<file path="src/rtl/core/dq_pkg.sv">
// ----------------------------------------------------------------------------
// Double-ended queue package
// Request, result and internal operation types and codes shared by the
// double-ended queue front end, back end and checker.
// ----------------------------------------------------------------------------
package dq_pkg;

    localparam int VALUE_W = 32;
    localparam int ADDR_W  = 6;
    localparam int LEN_W   = 7;

    typedef enum logic [2:0] {
        CMD_PUSH_FRONT = 3'd0,
        CMD_PUSH_BACK  = 3'd1,
        CMD_POP_FRONT  = 3'd2,
        CMD_POP_BACK   = 3'd3,
        CMD_DUMP       = 3'd4
    } command_e;

    typedef enum logic [1:0] {
        ST_OK    = 2'd0,
        ST_UNDER = 2'd1,
        ST_OVER  = 2'd2,
        ST_EMPTY = 2'd3
    } status_e;

    typedef enum logic [1:0] {
        OP_NOTE  = 2'd0,
        OP_WRITE = 2'd1,
        OP_READ  = 2'd2,
        OP_DUMP  = 2'd3
    } op_kind_e;

    typedef struct packed {
        logic [2:0]                command;
        logic signed [VALUE_W-1:0] value;
    } request_t;

    typedef struct packed {
        logic [1:0]                status;
        logic signed [VALUE_W-1:0] data;
        logic                      last;
    } result_t;

    typedef struct packed {
        op_kind_e                  kind;
        status_e                   status;
        logic [ADDR_W-1:0]         addr;
        logic [LEN_W-1:0]          len;
        logic signed [VALUE_W-1:0] value;
    } op_t;

endpackage

</file>
<file path="src/rtl/core/dq_fifo.sv">
// ----------------------------------------------------------------------------
// Double-ended queue small FIFO
// Register-based first-in first-out buffer with 2**AW entries and a fill level.
// ----------------------------------------------------------------------------
module dq_fifo #(
    parameter int  AW     = 1,
    parameter type item_t = logic
) (
    input  logic          clk,
    input  logic          rst_n,
    input  logic          wr_en,
    input  item_t         wr_data,
    output logic          full,
    input  logic          rd_en,
    output item_t         rd_data,
    output logic          empty,
    output logic [AW:0]   level
);

    localparam int N = 1 << AW;

    item_t          store_reg [N];
    logic [AW-1:0]  wp_reg;
    logic [AW-1:0]  rp_reg;
    logic [AW:0]    cnt_reg;
    logic           do_wr;
    logic           do_rd;

    assign full    = (cnt_reg == (AW+1)'(N));
    assign empty   = (cnt_reg == '0);
    assign level   = cnt_reg;
    assign rd_data = store_reg[rp_reg];
    assign do_wr   = wr_en && !full;
    assign do_rd   = rd_en && !empty;

    always_ff @(posedge clk or negedge rst_n)
    begin
        if (!rst_n)
        begin
            wp_reg  <= '0;
            rp_reg  <= '0;
            cnt_reg <= '0;
        end
        else
        begin
            if (do_wr)
            begin
                wp_reg <= wp_reg + 1'b1;
            end
            if (do_rd)
            begin
                rp_reg <= rp_reg + 1'b1;
            end
            if (do_wr && !do_rd)
            begin
                cnt_reg <= cnt_reg + 1'b1;
            end
            else if (do_rd && !do_wr)
            begin
                cnt_reg <= cnt_reg - 1'b1;
            end
        end
    end

    always_ff @(posedge clk)
    begin
        if (do_wr)
        begin
            store_reg[wp_reg] <= wr_data;
        end
    end

endmodule

</file>
<file path="src/rtl/core/dq_front.sv">
// ----------------------------------------------------------------------------
// Double-ended queue front end
// Tracks front index and element count, classifies each request and turns it
// into a memory operation for the back end.
// ----------------------------------------------------------------------------
module dq_front #(
    parameter int DEPTH = 16
) (
    input  logic              clk,
    input  logic              rst_n,
    input  logic              accept,
    input  dq_pkg::request_t  request,
    output dq_pkg::op_t       op
);
    import dq_pkg::*;

    localparam int IDX_W = (DEPTH > 1) ? $clog2(DEPTH) : 1;
    localparam int CNT_W = $clog2(DEPTH + 1);
    localparam int SUM_W = IDX_W + 2;

    logic [IDX_W-1:0] front_reg;
    logic [IDX_W-1:0] front_next;
    logic [CNT_W-1:0] count_reg;
    logic [CNT_W-1:0] count_next;
    logic             is_full;
    logic             is_empty;
    logic [IDX_W-1:0] front_dec;
    logic [IDX_W-1:0] front_inc;
    logic [SUM_W-1:0] sum;
    logic [SUM_W-1:0] sum_m1;
    logic [IDX_W-1:0] back_pos;
    logic [IDX_W-1:0] back_last;

    assign is_full   = (count_reg == CNT_W'(DEPTH));
    assign is_empty  = (count_reg == '0);
    assign front_dec = (front_reg == '0) ? IDX_W'(DEPTH - 1) : front_reg - 1'b1;
    assign front_inc = (front_reg == IDX_W'(DEPTH - 1)) ? '0 : front_reg + 1'b1;
    assign sum       = SUM_W'(front_reg) + SUM_W'(count_reg);
    assign sum_m1    = sum - 1'b1;
    assign back_pos  = (sum >= SUM_W'(DEPTH)) ? IDX_W'(sum - SUM_W'(DEPTH))
                                              : sum[IDX_W-1:0];
    assign back_last = (sum_m1 >= SUM_W'(DEPTH)) ? IDX_W'(sum_m1 - SUM_W'(DEPTH))
                                                 : sum_m1[IDX_W-1:0];

    always_comb
    begin
        front_next = front_reg;
        count_next = count_reg;
        op.kind    = OP_NOTE;
        op.status  = ST_OK;
        op.addr    = '0;
        op.len     = '0;
        op.value   = '0;
        case (command_e'(request.command))
            CMD_PUSH_FRONT:
            begin
                if (is_full)
                begin
                    op.status = ST_OVER;
                end
                else
                begin
                    op.kind    = OP_WRITE;
                    op.addr    = ADDR_W'(front_dec);
                    op.value   = request.value;
                    front_next = front_dec;
                    count_next = count_reg + 1'b1;
                end
            end
            CMD_PUSH_BACK:
            begin
                if (is_full)
                begin
                    op.status = ST_OVER;
                end
                else
                begin
                    op.kind    = OP_WRITE;
                    op.addr    = ADDR_W'(back_pos);
                    op.value   = request.value;
                    count_next = count_reg + 1'b1;
                end
            end
            CMD_POP_FRONT:
            begin
                if (is_empty)
                begin
                    op.status = ST_UNDER;
                end
                else
                begin
                    op.kind    = OP_READ;
                    op.addr    = ADDR_W'(front_reg);
                    front_next = front_inc;
                    count_next = count_reg - 1'b1;
                end
            end
            CMD_POP_BACK:
            begin
                if (is_empty)
                begin
                    op.status = ST_UNDER;
                end
                else
                begin
                    op.kind    = OP_READ;
                    op.addr    = ADDR_W'(back_last);
                    count_next = count_reg - 1'b1;
                end
            end
            CMD_DUMP:
            begin
                if (is_empty)
                begin
                    op.status = ST_EMPTY;
                end
                else
                begin
                    op.kind = OP_DUMP;
                    op.addr = ADDR_W'(front_reg);
                    op.len  = LEN_W'(count_reg);
                end
            end
            default:
            begin
                op.kind = OP_NOTE;
            end
        endcase
    end

    always_ff @(posedge clk or negedge rst_n)
    begin
        if (!rst_n)
        begin
            front_reg <= '0;
            count_reg <= '0;
        end
        else if (accept)
        begin
            front_reg <= front_next;
            count_reg <= count_next;
        end
    end

endmodule

</file>
<file path="src/rtl/core/dq_back.sv">
// ----------------------------------------------------------------------------
// Double-ended queue back end
// Owns the entry memory, executes queued operations in order, walks the ring
// for a dump and forms result requests.
// ----------------------------------------------------------------------------
module dq_back #(
    parameter int DEPTH  = 16,
    parameter int RES_AW = 2
) (
    input  logic              clk,
    input  logic              rst_n,
    input  dq_pkg::op_t       op,
    input  logic              op_empty,
    output logic              op_pop,
    input  logic [RES_AW:0]   res_level,
    output logic              res_push,
    output dq_pkg::result_t   res_data
);
    import dq_pkg::*;

    localparam int IDX_W = (DEPTH > 1) ? $clog2(DEPTH) : 1;
    localparam int CNT_W = $clog2(DEPTH + 1);
    localparam int RES_N = 1 << RES_AW;
    localparam int LVL_W = RES_AW + 2;

    logic signed [VALUE_W-1:0] mem_reg [DEPTH];
    logic signed [VALUE_W-1:0] rd_data_reg;

    logic             busy_reg;
    logic             busy_next;
    logic [IDX_W-1:0] pos_reg;
    logic [IDX_W-1:0] pos_next;
    logic [CNT_W-1:0] left_reg;
    logic [CNT_W-1:0] left_next;
    logic             s2_valid_reg;
    logic             s2_valid_next;
    status_e          s2_status_reg;
    status_e          s2_status_next;
    logic             s2_last_reg;
    logic             s2_last_next;
    logic             s2_mem_reg;
    logic             s2_mem_next;

    logic             can_issue;
    logic [LVL_W-1:0] lvl_sum;
    logic             mem_we;
    logic             mem_re;
    logic [IDX_W-1:0] mem_addr;
    logic [IDX_W-1:0] op_idx;
    logic [IDX_W-1:0] op_idx_inc;
    logic [IDX_W-1:0] pos_inc;

    assign lvl_sum    = LVL_W'(res_level) + LVL_W'(s2_valid_reg);
    assign can_issue  = (lvl_sum < LVL_W'(RES_N));
    assign op_idx     = op.addr[IDX_W-1:0];
    assign op_idx_inc = (op_idx == IDX_W'(DEPTH - 1)) ? '0 : op_idx + 1'b1;
    assign pos_inc    = (pos_reg == IDX_W'(DEPTH - 1)) ? '0 : pos_reg + 1'b1;

    always_comb
    begin
        busy_next      = busy_reg;
        pos_next       = pos_reg;
        left_next      = left_reg;
        s2_valid_next  = 1'b0;
        s2_status_next = ST_OK;
        s2_last_next   = 1'b1;
        s2_mem_next    = 1'b0;
        mem_we         = 1'b0;
        mem_re         = 1'b0;
        mem_addr       = busy_reg ? pos_reg : op_idx;
        op_pop         = 1'b0;
        if (can_issue)
        begin
            if (busy_reg)
            begin
                mem_re        = 1'b1;
                s2_valid_next = 1'b1;
                s2_mem_next   = 1'b1;
                s2_last_next  = (left_reg == CNT_W'(1));
                busy_next     = (left_reg != CNT_W'(1));
                left_next     = left_reg - 1'b1;
                pos_next      = pos_inc;
            end
            else if (!op_empty)
            begin
                op_pop         = 1'b1;
                s2_valid_next  = 1'b1;
                s2_status_next = op.status;
                case (op.kind)
                    OP_WRITE:
                    begin
                        mem_we = 1'b1;
                    end
                    OP_READ:
                    begin
                        mem_re      = 1'b1;
                        s2_mem_next = 1'b1;
                    end
                    OP_DUMP:
                    begin
                        mem_re       = 1'b1;
                        s2_mem_next  = 1'b1;
                        s2_last_next = (op.len[CNT_W-1:0] == CNT_W'(1));
                        busy_next    = (op.len[CNT_W-1:0] != CNT_W'(1));
                        left_next    = op.len[CNT_W-1:0] - 1'b1;
                        pos_next     = op_idx_inc;
                    end
                    default:
                    begin
                        s2_mem_next = 1'b0;
                    end
                endcase
            end
        end
    end

    always_comb
    begin
        res_push        = s2_valid_reg;
        res_data.status = s2_status_reg;
        res_data.data   = s2_mem_reg ? rd_data_reg : '0;
        res_data.last   = s2_last_reg;
    end

    always_ff @(posedge clk)
    begin
        if (mem_we)
        begin
            mem_reg[mem_addr] <= op.value;
        end
        if (mem_re)
        begin
            rd_data_reg <= mem_reg[mem_addr];
        end
    end

    always_ff @(posedge clk or negedge rst_n)
    begin
        if (!rst_n)
        begin
            busy_reg      <= 1'b0;
            pos_reg       <= '0;
            left_reg      <= '0;
            s2_valid_reg  <= 1'b0;
            s2_status_reg <= ST_OK;
            s2_last_reg   <= 1'b0;
            s2_mem_reg    <= 1'b0;
        end
        else
        begin
            busy_reg      <= busy_next;
            pos_reg       <= pos_next;
            left_reg      <= left_next;
            s2_valid_reg  <= s2_valid_next;
            s2_status_reg <= s2_status_next;
            s2_last_reg   <= s2_last_next;
            s2_mem_reg    <= s2_mem_next;
        end
    end

endmodule

</file>
<file path="src/rtl/core/double_ended_queue.sv">
// ----------------------------------------------------------------------------
// Double-ended queue
// Bounded deque of signed 32-bit values in a ring of DEPTH entries.
// ----------------------------------------------------------------------------
// Push front, push back, pop front and pop back each give one result, and the
// block takes one such request per clock while results are popped at the same
// rate. A dump of N stored values gives N results, one per clock while the
// result queue has room, paced by the single read port of the entry memory;
// requests keep entering the two-entry operation queue meanwhile and full
// rises when it fills. A full queue drops a push with status overflow, an
// empty one answers a pop with underflow and a dump with status empty; the
// last result of every request carries last.
// ----------------------------------------------------------------------------
module double_ended_queue #(
    parameter int DEPTH = 16
) (
    input  logic              clk,
    input  logic              rst_n,
    input  logic              push,
    output logic              full,
    input  dq_pkg::request_t  request,
    output logic              empty,
    input  logic              pop,
    output dq_pkg::result_t   result
);
    import dq_pkg::*;

    localparam int OP_AW  = 1;
    localparam int RES_AW = 2;

    op_t               front_op;
    op_t               queued_op;
    logic              op_full;
    logic              op_empty;
    logic              op_pop;
    logic              accept;
    logic              res_push;
    result_t           res_data;
    logic [RES_AW:0]   res_level;

    assign accept = push && !op_full;
    assign full   = op_full;

    dq_front #(
        .DEPTH (DEPTH)
    ) u_front (
        .clk     (clk),
        .rst_n   (rst_n),
        .accept  (accept),
        .request (request),
        .op      (front_op)
    );

    dq_fifo #(
        .AW     (OP_AW),
        .item_t (op_t)
    ) u_op_fifo (
        .clk     (clk),
        .rst_n   (rst_n),
        .wr_en   (accept),
        .wr_data (front_op),
        .full    (op_full),
        .rd_en   (op_pop),
        .rd_data (queued_op),
        .empty   (op_empty),
        .level   ()
    );

    dq_back #(
        .DEPTH  (DEPTH),
        .RES_AW (RES_AW)
    ) u_back (
        .clk       (clk),
        .rst_n     (rst_n),
        .op        (queued_op),
        .op_empty  (op_empty),
        .op_pop    (op_pop),
        .res_level (res_level),
        .res_push  (res_push),
        .res_data  (res_data)
    );

    dq_fifo #(
        .AW     (RES_AW),
        .item_t (result_t)
    ) u_res_fifo (
        .clk     (clk),
        .rst_n   (rst_n),
        .wr_en   (res_push),
        .wr_data (res_data),
        .full    (),
        .rd_en   (pop),
        .rd_data (result),
        .empty   (empty),
        .level   (res_level)
    );

endmodule

</file>
<file path="config.mk">
export PLATFORM = sky130hd
export DESIGN_NAME = double_ended_queue
export DESIGN_NICKNAME = d
export VERILOG_FILES = /design/src/rtl/core/dq_pkg.sv /design/src/rtl/core/dq_fifo.sv /design/src/rtl/core/dq_front.sv /design/src/rtl/core/dq_back.sv /design/src/rtl/core/double_ended_queue.sv
export SDC_FILE = /design/constraint.sdc
export NUM_CORES = 1
export LEC_CHECK = 0
export BUFFER_PORTS_ARGS = -buffer_cell sky130_fd_sc_hd__buf_2
export CELL_PAD_IN_SITES_DETAIL_PLACEMENT = 0
export CELL_PAD_IN_SITES_GLOBAL_PLACEMENT = 2
export CORE_MARGIN = 2
export CORE_UTILIZATION = 40
export DETAILED_ROUTE_END_ITERATION = 12
export PLACE_DENSITY = 0.63
export SETUP_SLACK_MARGIN = 0.05
export SYNTH_ARGS = -nofsm -noshare
export SYNTH_HDL_FRONTEND = slang
export SYNTH_SLANG_ARGS = --single-unit
</file>
<file path="constraint.sdc">
create_clock -name clk -period 6.69 [get_ports clk]
set_clock_uncertainty 0.1 [all_clocks]
set_input_delay 0.669 -clock clk [delete_from_list [all_inputs] [get_ports clk]]
set_output_delay 0.669 -clock clk [all_outputs]
set_load 0.05 [all_outputs]
</file>
Word-level counts from Yosys, hierarchy flattened
Memories as Yosys holds them, arrays and structs flattened. A register that Yosys moved wholly into a read port is not among the register bits.
Cells that the tools add are included.

operators by class
  $add $sub $neg = 21
  $lt $le $gt $ge = 3
  equal/unequal tests = 22
  mux-type cells = 69
  reductions and logical operators = 33

operators with widths
  kind                   number
  $mux W32               3
  $mux W4                16
  $pmux W8 S5            1
  $mux W1                28
  $mux W5                5
  $mux W2                9
  $sub A5 B1 Y5 const B  3
  $add A4 B1 Y4 const B  3
  $eq A4 B4 Y1 const B   3
  $ge A6 B5 Y1 const B   2
  $sub A4 B1 Y4 const B  3
  $mux W11               1
  $eq A5 B1 Y1 const B   2
  $ne A2 B2 Y1 const B   5
  $ne A5 B1 Y1 const B   2
  $pmux W5 S2            1
  $reduce_bool A2 Y1     5
  $logic_and A1 B1 Y1    9
  $logic_not A1 Y1       8
  $pmux W4 S2            1
  $reduce_and A4 Y1      2
  $mux W7                1
  $add A2 B1 Y2 const B  3
  $add A4 B5 Y6          1
  22 further kinds       31

storage, ports and cells
  register bits after elaboration = 35
  bits in writable memories = 750
  input bits = 39
  output and inout bits = 37
  memories = 3

memories
  name                  depth  bits a word  read ports  clocked after Yosys merged registers in  write ports  RTL line       RTL
  u_back.mem_reg        16     32           1           1                                        1            dq_back.sv:26  logic signed [VALUE_W-1:0] mem_reg [DEPTH];
  u_res_fifo.store_reg  4      35           1           0                                        1            dq_fifo.sv:22  item_t store_reg [N];
  u_op_fifo.store_reg   2      49           1           0                                        1            dq_fifo.sv:22

Logic depth before layout (Yosys ltp)
Gate-level depths: netlist of run 1.

  depth after elaboration = 8
  gate-level depth with buffers = 9
  mapped depth without buffers = 8

Modules after synthesis
From an unflattened synthesis of run 1, not the netlist that was laid out.

second synthesis, totals
  cells, all modules = 2303
  area total of the unflattened synthesis = 35804.3 µm²

modules (own cells, without submodules)
  module                instances  cells an instance  area an instance (µm²)  sequential area each (µm²)
  dq_back               1          1736               24900.1                 16711.0
  dq_fifo (u_res_fifo)  1          219                5535.3                  4379.2
  dq_fifo (u_op_fifo)   1          172                3986.3                  3042.9
  dq_front              1          175                1368.8                  225.2
  double_ended_queue    1          1                  13.8                    0.0

Worst setup path before layout of run 1
Ideal clock, no wire load.

  path kind = register to register
  start point = reg u_op_fifo.rp_reg
  end point = mem u_back.mem_reg[0][0] (enable)
  data arrival time = 2.907 ns
  required time = 6.169 ns
  setup slack = 3.262 ns
  stages on the path, launching flop included = 8
  path buffers = 3
  period minus slack after synthesis = 3.428 ns
  cells stage by stage = dfrtp_1 buf_6 mux2_4 mux2i_4 buf_2 buf_2 nand3b_1 nor2_1

on the way
  word-level cells in the longest chain between the ends = 8
  elaborated cells between the ends (all ways) = 9
  those cells by class = 1 x eq/ne; 7 x mux; 1 x memory

ends and longest elaborated chain
  element                        RTL line        RTL
  from (decl)                    dq_fifo.sv:24   logic [AW-1:0] rp_reg;
  from (signal assigned)         dq_fifo.sv:52   rp_reg <= rp_reg + 1'b1;
  $mem_v2 Z2 W49 *               n/a
  $eq A2 B1 Y1                   dq_back.sv:89   case (op.kind)
  $mux W1                        dq_back.sv:89
  $mux W1                        dq_back.sv:84   else if (!op_empty)
  $mux W1                        dq_back.sv:74   if (busy_reg)
  $mux W1                        dq_back.sv:72   if (can_issue)
  $mux W1                        dq_back.sv:127  if (mem_we)
  $mux W1 (not written as such)  dq_back.sv:129  mem_reg[mem_addr] <= op.value;
  to (decl)                      dq_back.sv:26

Every way passes the cells marked *; elsewhere a longest branch is shown, timed or not.

Final worst setup path of run 1
  start point = reg u_op_fifo.rp_reg
  end point = mem u_back.mem_reg[0][28] (enable)

The elaborated chain is that of the path after synthesis.

==> flow_summary.toml, run 1 <==
[power_and_ir_drop]
p_leak_nw = 11.7
p_total_mw = 17.5
p_sw_share_pct = 33.0
p_int_mw = 11.7
p_comb_share_pct = 32.1
clockPowerShare_pct = 26.5
p_seq_share_pct = 41.4
max-vdd-ir-drop_uv = 488
p_per_area_nw_per_um2 = 486
p_switching_mw = 5.78

[critical_path]
arrival_ns = 4.24
path_max_fanout = 51
critPathKind = "reg2reg"
end_kind = "register"
crit_required_ns = 6.80
reg2reg_from = "u_op_fifo.rp_reg$_DFFE_PN0P_"
startpoint_type = "register"
cp-startpoint = "u_op_fifo.rp_reg$_DFFE_PN0P_"
r2r_cells = 6

[cts]
cts.repair.resized = 0
postCtsSetupBuffers = 0
clock_latency_ns = 0.63
cts.sinks = 809
clk_path_buf_depth = 3
clkTransAtPathRegs_ns = 0.06
cts_buffers = 85
root_buffer = "clkbuf_16"
cts_tree = "built"
cts.hold.buffers_added = 0
cts_max_level = 3

[synth]
synthCells = 1522
synth_edf_count = 774
synth.avg_cell_area_sq_um = 20.7
synthTopCellsByArea = "edfxtp_1, mux4_2, dfrtp_1, mux2_2, and2_1"
synth_top_cell_by_area = "edfxtp_1"
syn-num-nets = 1586
synth-seq-area-share_pct = 76.4
yosys.area.top_type_share_pct = 73.6
synthTopCellsByCount = "edfxtp_1, mux4_2, and2_1"
ys_types = 63
synth_ff_type = "edfxtp_1"
async_flop_share_pct = 4.33
synth_warnings = 0
ys_ff_latch = 809
syn_area_sq_um = 31600
synth_most_common_cell = "edfxtp_1"

[route]
via_count = 14500
drt-initial-drc-count = 1072
wire_per_inst_microns = 23.6
route.detailed.drc = 0
vias_per_cell = 5.26
postRouteAntennaNets = 0
routed_wl_microns = 65300
drt-pass1-iter-count = 5

[place]
place_hpwl_microns = 38100
routabilityCongestion = 0.726
io_buffers = 75
placed_cell_area_sq_um = 33200

[timing]
rsz0062_at_grt = "false"
finalHoldViolations = 0
slew_headroom_pct = 17.4
period_share_pct = 61.7
tightest_slew_ns = 1.24
max_clock_freq_mhz = 242
fin_crit_ns = 4.13
final-setup-viol-count = 0
report.final.slew_viol_count = 0
tns_ns = 0

[floorplan]
fp.dieW_microns = 285
design.core.area_sq_um = 78600
pin_count = 76
die_h_microns = 285
rows = 103
die_area_sq_um = 81200
start_util_pct = 40.2

[cells_and_area]
area_growth_pct = 14.0
nets = 1709
fin_util_pct = 45.8
regArea_sq_um = 24100
antennaDiodeCount = 0
num-fill-cells = 6738
final_area_sq_um = 36000
drive_gt1_share_pct = 26.6
largest_reg_flops = 512
multi_input_area_sq_um = 7090

[grt]
gr-total-overflow = 0
grt_pass1_vias = 15500
grt.busiest_layer = "met2"
grtUsageMet1_pct = 22.9
gr-usage-all-layers_pct = 16.3
met3_usage_pct = 2.90
grt_antenna_before_repair = 4
grt_first_pass_wirelength_microns = 98900
grt_use_met2_pct = 26.6
grt_max_degree = 124

[hold_path]
min_path_type = "in2async"

[flow_run]
max-cap-violations = 0

[outcome]
status = "finished, final reports clean"
==> final timing paths <==
| path | slack (ns) | endpoint |
|---|---|---|
| worst max register to register | 2.56 | u_back.mem_reg[0][28]$_DFFE_PP_ |
| worst min-delay path | 0.09 | u_front.count_reg[3]$_DFFE_PN0P_ |
| worst min register to register | 0.38 | u_res_fifo.rp_reg[1]$_DFFE_PN0P_ |
| max in group asynchronous | 5.76 | u_res_fifo.rp_reg[0]$_DFFE_PN0P_ |
| worst max-delay path | 2.56 | u_back.mem_reg[0][28]$_DFFE_PP_ |
| min in group clk | 0.24 | u_op_fifo.store_reg[0][14]$_DFFE_PP_ |
==> power by group through the flow <==
stage	registers [mW]	clock network, mW	logic [mW]
final	7.25	4.64	5.62
after detailed placement	7.37	0	5.76
after CTS	7.26	4.78	5.77
after floorplan	7.14	0	4.42
after global placement	7.35	0	5.69
after global routing	7.33	4.97	6.14
==> layer usage <==
layer / share of wire [%] / wire length (microns)
met1: 46 / 29800
met2: 48 / 31300
met3: 4.9 / 3190
met4: 1.6 / 1040
met5: 0 / 0
==> per-stage QoR <==
| step | cells | worst slack (ns) | hold slack (ns) |
|---|---|---|---|
| 2_1_floorplan | 1522 | 3.26 | 0.273 |
| 5_1_grt | 2762 | 2.25 | 0.146 |
| 3_3_place_gp | 2608 | 2.38 | 0.365 |
| 3_5_place_dp | 2608 | 2.37 | 0.373 |
| 4_1_cts | 2762 | 2.36 | 0.0998 |
| 6_report | 2762 | 2.56 | 0.0896 |
==> layout by cell type, fill, tap and decap left out, types with 5 or more instances in the layout <==
master,count
bufinv_16,8
o22ai_1,67
dfrtp_1,33
xor2_1,11
nor3_1,12
mux4_1,12
edfxtp_1,774
and2_1,69
nand3_1,6
mux4_2,151
clkbuf_16,87
clkinv_2,10
buf_4,31
ha_1,22
clkbuf_1,20
clkinv_1,18
mux2i_1,13
a21oi_1,16
nand2b_1,5
a21o_1,5
buf_2,75
nor2_4,17
xnor2_1,17
o21ai_0,17
nand2_1,19
inv_1,18
a31oi_1,6
nor2_1,54
mux2_2,41
==> final cells by class <==
class	count	share of cell area, %
multi-input cells	622	19.7
inverters	20	0.209
flip-flops and latches	809	67.0
clock buffers	110	6.37
clock inverters	44	1.31
well taps	1050	3.65
repair buffers	107	1.74
==> worst max-delay path, stage by stage (launching register included) <==
cell and delay (ns):
dfrtp_2 0.34, buf_4 0.56, mux2_4 0.39, mux2i_4 0.17
buf_4 0.59, nand3b_1 0.47, nor2_4 1.05
==> kinds of logic after synthesis <==
family	Yosys count	share of synthesized area [%]
and+or+nand+nor	207	3.34
AOI/OAI and AO/OA	142	2.97
adders and majority gates	25	1.06
buffers and inverters	91	1.66
DFF	809	76.4
muxes	220	13.8
xor gates and xnor gates	28	0.777
Note: power is estimated with default switching activity, not from simulation.
==> run 2: changes to the inputs <==
PLACE_DENSITY = 0.66   (was 0.63)
clock period = 3.61 ns   (was 6.69 ns; I/O delays follow)
==> run 2 against run 1 <==
  * First-iteration DRC count grew 13%
  * Cell count grew 2.3%
  * Combinational power grew 92%
  * Cell area grew 2.1%
  * Routed wire length grew 3.6%
  * Setup slack lost 2.0 ns
  * Register-to-register slack lost 2.0 ns
  * Largest power group unchanged
  * Clock power grew 85%
==> flow_summary.toml, run 2 (synthesized netlist as in run 1, its figures left out) <==
[floorplan]
pin_count = 76
die_area_sq_um = 81200
fp.dieW_microns = 285
die_h_microns = 285
design.core.area_sq_um = 78600
start_util_pct = 40.2
rows = 103

[hold_path]
min_to = "u_op_fifo.store_reg[0][3]$_DFFE_PP_"
hold_path_startpoint = "request[3]"
min_path_type = "in2reg"
hold_depth = 2

[grt]
grt_antenna_before_repair = 3
grt_pass1_vias = 15500
gr-usage-all-layers_pct = 16.8
grt_first_pass_wirelength_microns = 101000
gr-total-overflow = 0
grt_max_degree = 81

[cts]
clkTransAtPathRegs_ns = 0.06
cts.repair.resized = 0
cts_tree = "built"
cts.hold.buffers_added = 33
clk_path_buf_depth = 3
cts.sinks = 809
root_buffer = "clkbuf_16"
postCtsSetupBuffers = 0
cts_max_level = 3
cts_buffers = 85
clock_latency_ns = 0.63

[critical_path]
reg2reg_from = "u_op_fifo.rp_reg$_DFFE_PN0P_"
slowest_delay_ns = 0.46
critPathKind = "reg2reg"
startpoint_type = "register"
slowest_stage = "dfrtp_2"
r2r_cells = 6
r2r-end = "u_back.mem_reg[14][13]$_DFFE_PP_"
worstPathCellList = "mux2_4, o21ai_4, buf_12, nand2_1, nor2_4, buf_12"
path_max_fanout = 29
ff2ff_setup_slack_ns = 0.57
end_kind = "register"
arrival_ns = 3.26
crit_path_frequent_cell = "buf_12"
crit_required_ns = 3.83

[place]
place_hpwl_microns = 39000
routabilityCongestion = 0.723
io_buffers = 75
placed_cell_area_sq_um = 33700

[power_and_ir_drop]
p_total_mw = 32.9
p_leak_nw = 12.1
max-vdd-ir-drop_uv = 570
p_per_area_nw_per_um2 = 895

[timing]
finalHoldViolations = 0
final-setup-viol-count = 0
rsz0062_at_grt = "false"
report.final.slew_viol_count = 0
tns_ns = 0
slew_headroom_pct = 38.7
period_share_pct = 84.2
max_clock_freq_mhz = 329
tightest_slew_ns = 0.919
fin_crit_ns = 3.04

[cells_and_area]
nets = 1774
fin_util_pct = 46.7
largest_reg_flops = 512
multi_input_area_sq_um = 7090
regArea_sq_um = 24100
final_common_cell = "edfxtp_1"
final_area_sq_um = 36700
num-fill-cells = 6585
drive_gt1_share_pct = 27.8
mostFrequentLayoutCells = "edfxtp_1, mux4_2, clkbuf_16"
area_growth_pct = 16.4
antennaDiodeCount = 0

[route]
wire_per_inst_microns = 23.9
vias_per_cell = 5.26
via_count = 14900
drt-pass1-iter-count = 5
route.detailed.drc = 0
postRouteAntennaNets = 0
routed_wl_microns = 67700
drt-initial-drc-count = 1213

[flow_run]
max-cap-violations = 0

[outcome]
status = "finished, final reports clean"
[run 2: changes by cell type in the layout (fill, tap and decap cells not counted), moves of 3 or more]
cell,before,now
buf_4,31,48
dlygate4sd3_1,0,33
clkinv_2,10,18
clkbuf_1,20,17
buf_12,1,16
clkinv_1,18,14
[run 2: layer usage]
layer  track usage, %  up-vias  part of all wire [%]
met5                0        -                     0
met4             4.54        0                   1.7
met3             2.72       74                   4.6
met2             27.7      311                    49
met1             23.3     7868                    45
li1                 -     6614                     -
[run 2: layout make-up]
class,instances,area share [%]
clock buffer,106,6.17
clock inverter,47,1.34
multi-input combinational,622,19.3
sequential,809,65.6
tap,1050,3.58
timing repair buffer,172,3.77
inverter,20,0.204
[run 2: worst max-delay path: cells and delay by family, from the launching register on]
kind                   cells  cell delay, ns
AO/OA/AOI/OAI              1            0.46
multiplexers               1            0.35
flip-flops                 1            0.46
AND/OR/NAND/NOR            2            0.73
buffers and inverters      2            0.61
[run 2: worst max path at each step]
| stage | from | to | cells past startpoint |
|---|---|---|---|
| 2_1_floorplan | u_op_fifo.rp_reg$_DFFE_PN0P_ | u_back.mem_reg[0][0]$_DFFE_PP_ | 7 |
| 3_3_place_gp | u_op_fifo.rp_reg$_DFFE_PN0P_ | u_back.mem_reg[14][9]$_DFFE_PP_ | 6 |
| 3_5_place_dp | u_op_fifo.rp_reg$_DFFE_PN0P_ | u_back.mem_reg[14][10]$_DFFE_PP_ | 6 |
| 4_1_cts | u_op_fifo.rp_reg$_DFFE_PN0P_ | u_back.mem_reg[14][14]$_DFFE_PP_ | 6 |
| 5_1_grt | u_op_fifo.rp_reg$_DFFE_PN0P_ | u_back.mem_reg[14][14]$_DFFE_PP_ | 6 |
| 6_report | u_op_fifo.rp_reg$_DFFE_PN0P_ | u_back.mem_reg[14][13]$_DFFE_PP_ | 6 |
[run 2: power breakdown]
group	internal (mW)	leakage (nW)	total, mW	switching (mW)
Combinational	4.24	3.27	10.8	6.59
Clock	5.04	1.35	8.57	3.53
Sequential	12.7	7.49	13.5	0.745
[run 2: per-stage QoR]
step           setup WS, ns  hold slack (ns)  cells
2_1_floorplan         0.182          -0.0346   1522
3_3_place_gp          0.590            0.370   2640
3_5_place_dp          0.500            0.367   2640
4_1_cts               0.515          0.00215   2826
5_1_grt               0.405           0.0222   2826
6_report              0.572           0.0448   2826
==> run 3: changes to the inputs <==
PLACE_DENSITY = 0.63   (was 0.66)
clock period = 3.2 ns   (was 3.61 ns; I/O delays follow)
==> run 3 against run 2 <==
  * Setup slack got worse by 0.29 ns
  * Combinational power up 14%
  * Sequential share of layout area decreased by 0.30 points
  * Register-to-register slack worse by 0.29 ns
  * Sequential power is 12% higher
  * Clock power is 13% higher
  * Largest power group unchanged
  * Count of clock-buffer cells in the layout rose by 5
  * Highest routed layer unchanged
  * Routed wire length is 1.6% higher
==> flow_summary.toml, run 3 (synthesized netlist as in run 1, its figures left out) <==
[floorplan]
pin_count = 76
fp.dieW_microns = 285
start_util_pct = 40.2
design.core.area_sq_um = 78600
die_h_microns = 285
rows = 103
die_area_sq_um = 81200

[cells_and_area]
largest_reg_flops = 512
nets = 1783
mostFrequentLayoutCells = "edfxtp_1, mux4_2, clkbuf_16"
antennaDiodeCount = 0
final_common_cell = "edfxtp_1"
area_growth_pct = 16.9
drive_gt1_share_pct = 28.1

[cts]
postCtsSetupBuffers = 0
cts.hold.buffers_added = 35
clkTransAtPathRegs_ns = 0.06
clk_path_buf_depth = 3
cts_max_level = 3
cts_tree = "built"
cts.sinks = 809
cts_buffers = 85
root_buffer = "clkbuf_16"
clock_latency_ns = 0.62
cts.repair.resized = 0

[grt]
grt.busiest_layer = "met2"
grt_antenna_before_repair = 3
grt_first_pass_wirelength_microns = 102000
met3_usage_pct = 2.51
gr-total-overflow = 0
grt_use_met2_pct = 27.8
grtUsageMet1_pct = 24.4
gr-usage-all-layers_pct = 17.1
grt_max_degree = 76
grt_pass1_vias = 15600

[route]
route.detailed.drc = 0
vias_per_cell = 5.27
postRouteAntennaNets = 0
via_count = 15000
routed_wl_microns = 68800
wire_per_inst_microns = 24.2
drt-initial-drc-count = 1098
drt-pass1-iter-count = 5

[critical_path]
crit_required_ns = 3.46
crit_path_frequent_cell = "buf_12"
arrival_ns = 3.17
path_max_fanout = 75
path_buf_inv = 2
slowest_delay_ns = 0.48
critPathKind = "reg2reg"
end_kind = "register"
worstPathCellList = "mux2_4, mux2i_4, buf_12, buf_12, mux4_2, o22ai_1, nor2_1"
critical-path-top-delay-family = "multiplexers"
startpoint_type = "register"
slowest_stage = "dfrtp_2"

[timing]
report.final.slew_viol_count = 0
fin_crit_ns = 2.92
slew_headroom_pct = 22.0
max_clock_freq_mhz = 343
final-setup-viol-count = 0
finalHoldViolations = 0
rsz0062_at_grt = "false"
timing.final.ws_setup_ns = 0.285
tightest_slew_ns = 1.17
hold_slack_ns = 0.109
period_share_pct = 91.1

[place]
place_hpwl_microns = 40000
routabilityCongestion = 0.726
io_buffers = 75
pre_cts_ws_ns = 0.257

[hold_path]
min_path_type = "in2reg"

[power_and_ir_drop]
p_leak_nw = 12.2
p_per_area_nw_per_um2 = 1000
max-vdd-ir-drop_uv = 521

[flow_run]
max-cap-violations = 0

[outcome]
status = "finished, final reports clean"
==> run 3: layout make-up <==
type / count / area, sq um
Inverter: 20 / 75.1
Clock inverter: 46 / 395
Multi-Input combinational cell: 622 / 7090
Tap cell: 1050 / 1310
Fill cell: 6599 / 41700
Clock buffer: 111 / 2370
Timing Repair Buffer: 181 / 1550
Sequential cell: 809 / 24100
==> run 3: metrics by stage <==
| step | total power [mW] | std cells | setup TNS (ns) | util [%] | cell area (sq um) |
|---|---|---|---|---|---|
| after floorplan | 24.2 | 1522 | -64.88 | - | 31600 |
| after global placement | 27.7 | 2647 | 0 | 43.0 | 33800 |
| after detailed placement | 27.9 | 2647 | 0 | 43.0 | 33800 |
| after CTS | 37.6 | 2839 | 0 | 47.0 | 36900 |
| after global routing | 39.0 | 2839 | 0 | 47.0 | 36900 |
| final | 37.1 | 2839 | 0 | 47.0 | 36900 |
==> run 3: routing by layer <==
layer | up-vias | wire (microns) | share of wire (%)
met4 | 0 | 1080 | 1.6
met3 | 97 | 3180 | 4.6
met5 | - | 0 | 0
met1 | 7878 | 31500 | 46
met2 | 337 | 33000 | 48
li1 | 6638 | - | -
==> run 3: worst paths after layout <==
kind	startpoint	end	slack, ns	cells past startpoint
setup / recovery	u_op_fifo.rp_reg$_DFFE_PN0P_	u_back.rd_data_reg[0]$_DFFE_PP_	0.28	7
hold / removal	request[33]	u_op_fifo.store_reg[1][47]$_DFFE_PP_	0.11	2
setup reg to reg	u_op_fifo.rp_reg$_DFFE_PN0P_	u_back.rd_data_reg[0]$_DFFE_PP_	0.28	7
hold reg to reg	u_back.s2_status_reg[0]$_DFF_PN0_	u_res_fifo.store_reg[0][33]$_DFFE_PP_	0.40	0
max in group asynchronous	rst_n	u_res_fifo.rp_reg[0]$_DFFE_PN0P_	2.02	2
min in group asynchronous	rst_n	u_front.count_reg[1]$_DFFE_PN0P_	0.31	2
==> run 3: power breakdown <==
part           internal [mW]  switching, mW  total [mW]
Clock                   5.65           4.02        9.67
Combinational           4.79           7.51        12.3
Sequential              14.4          0.714        15.1
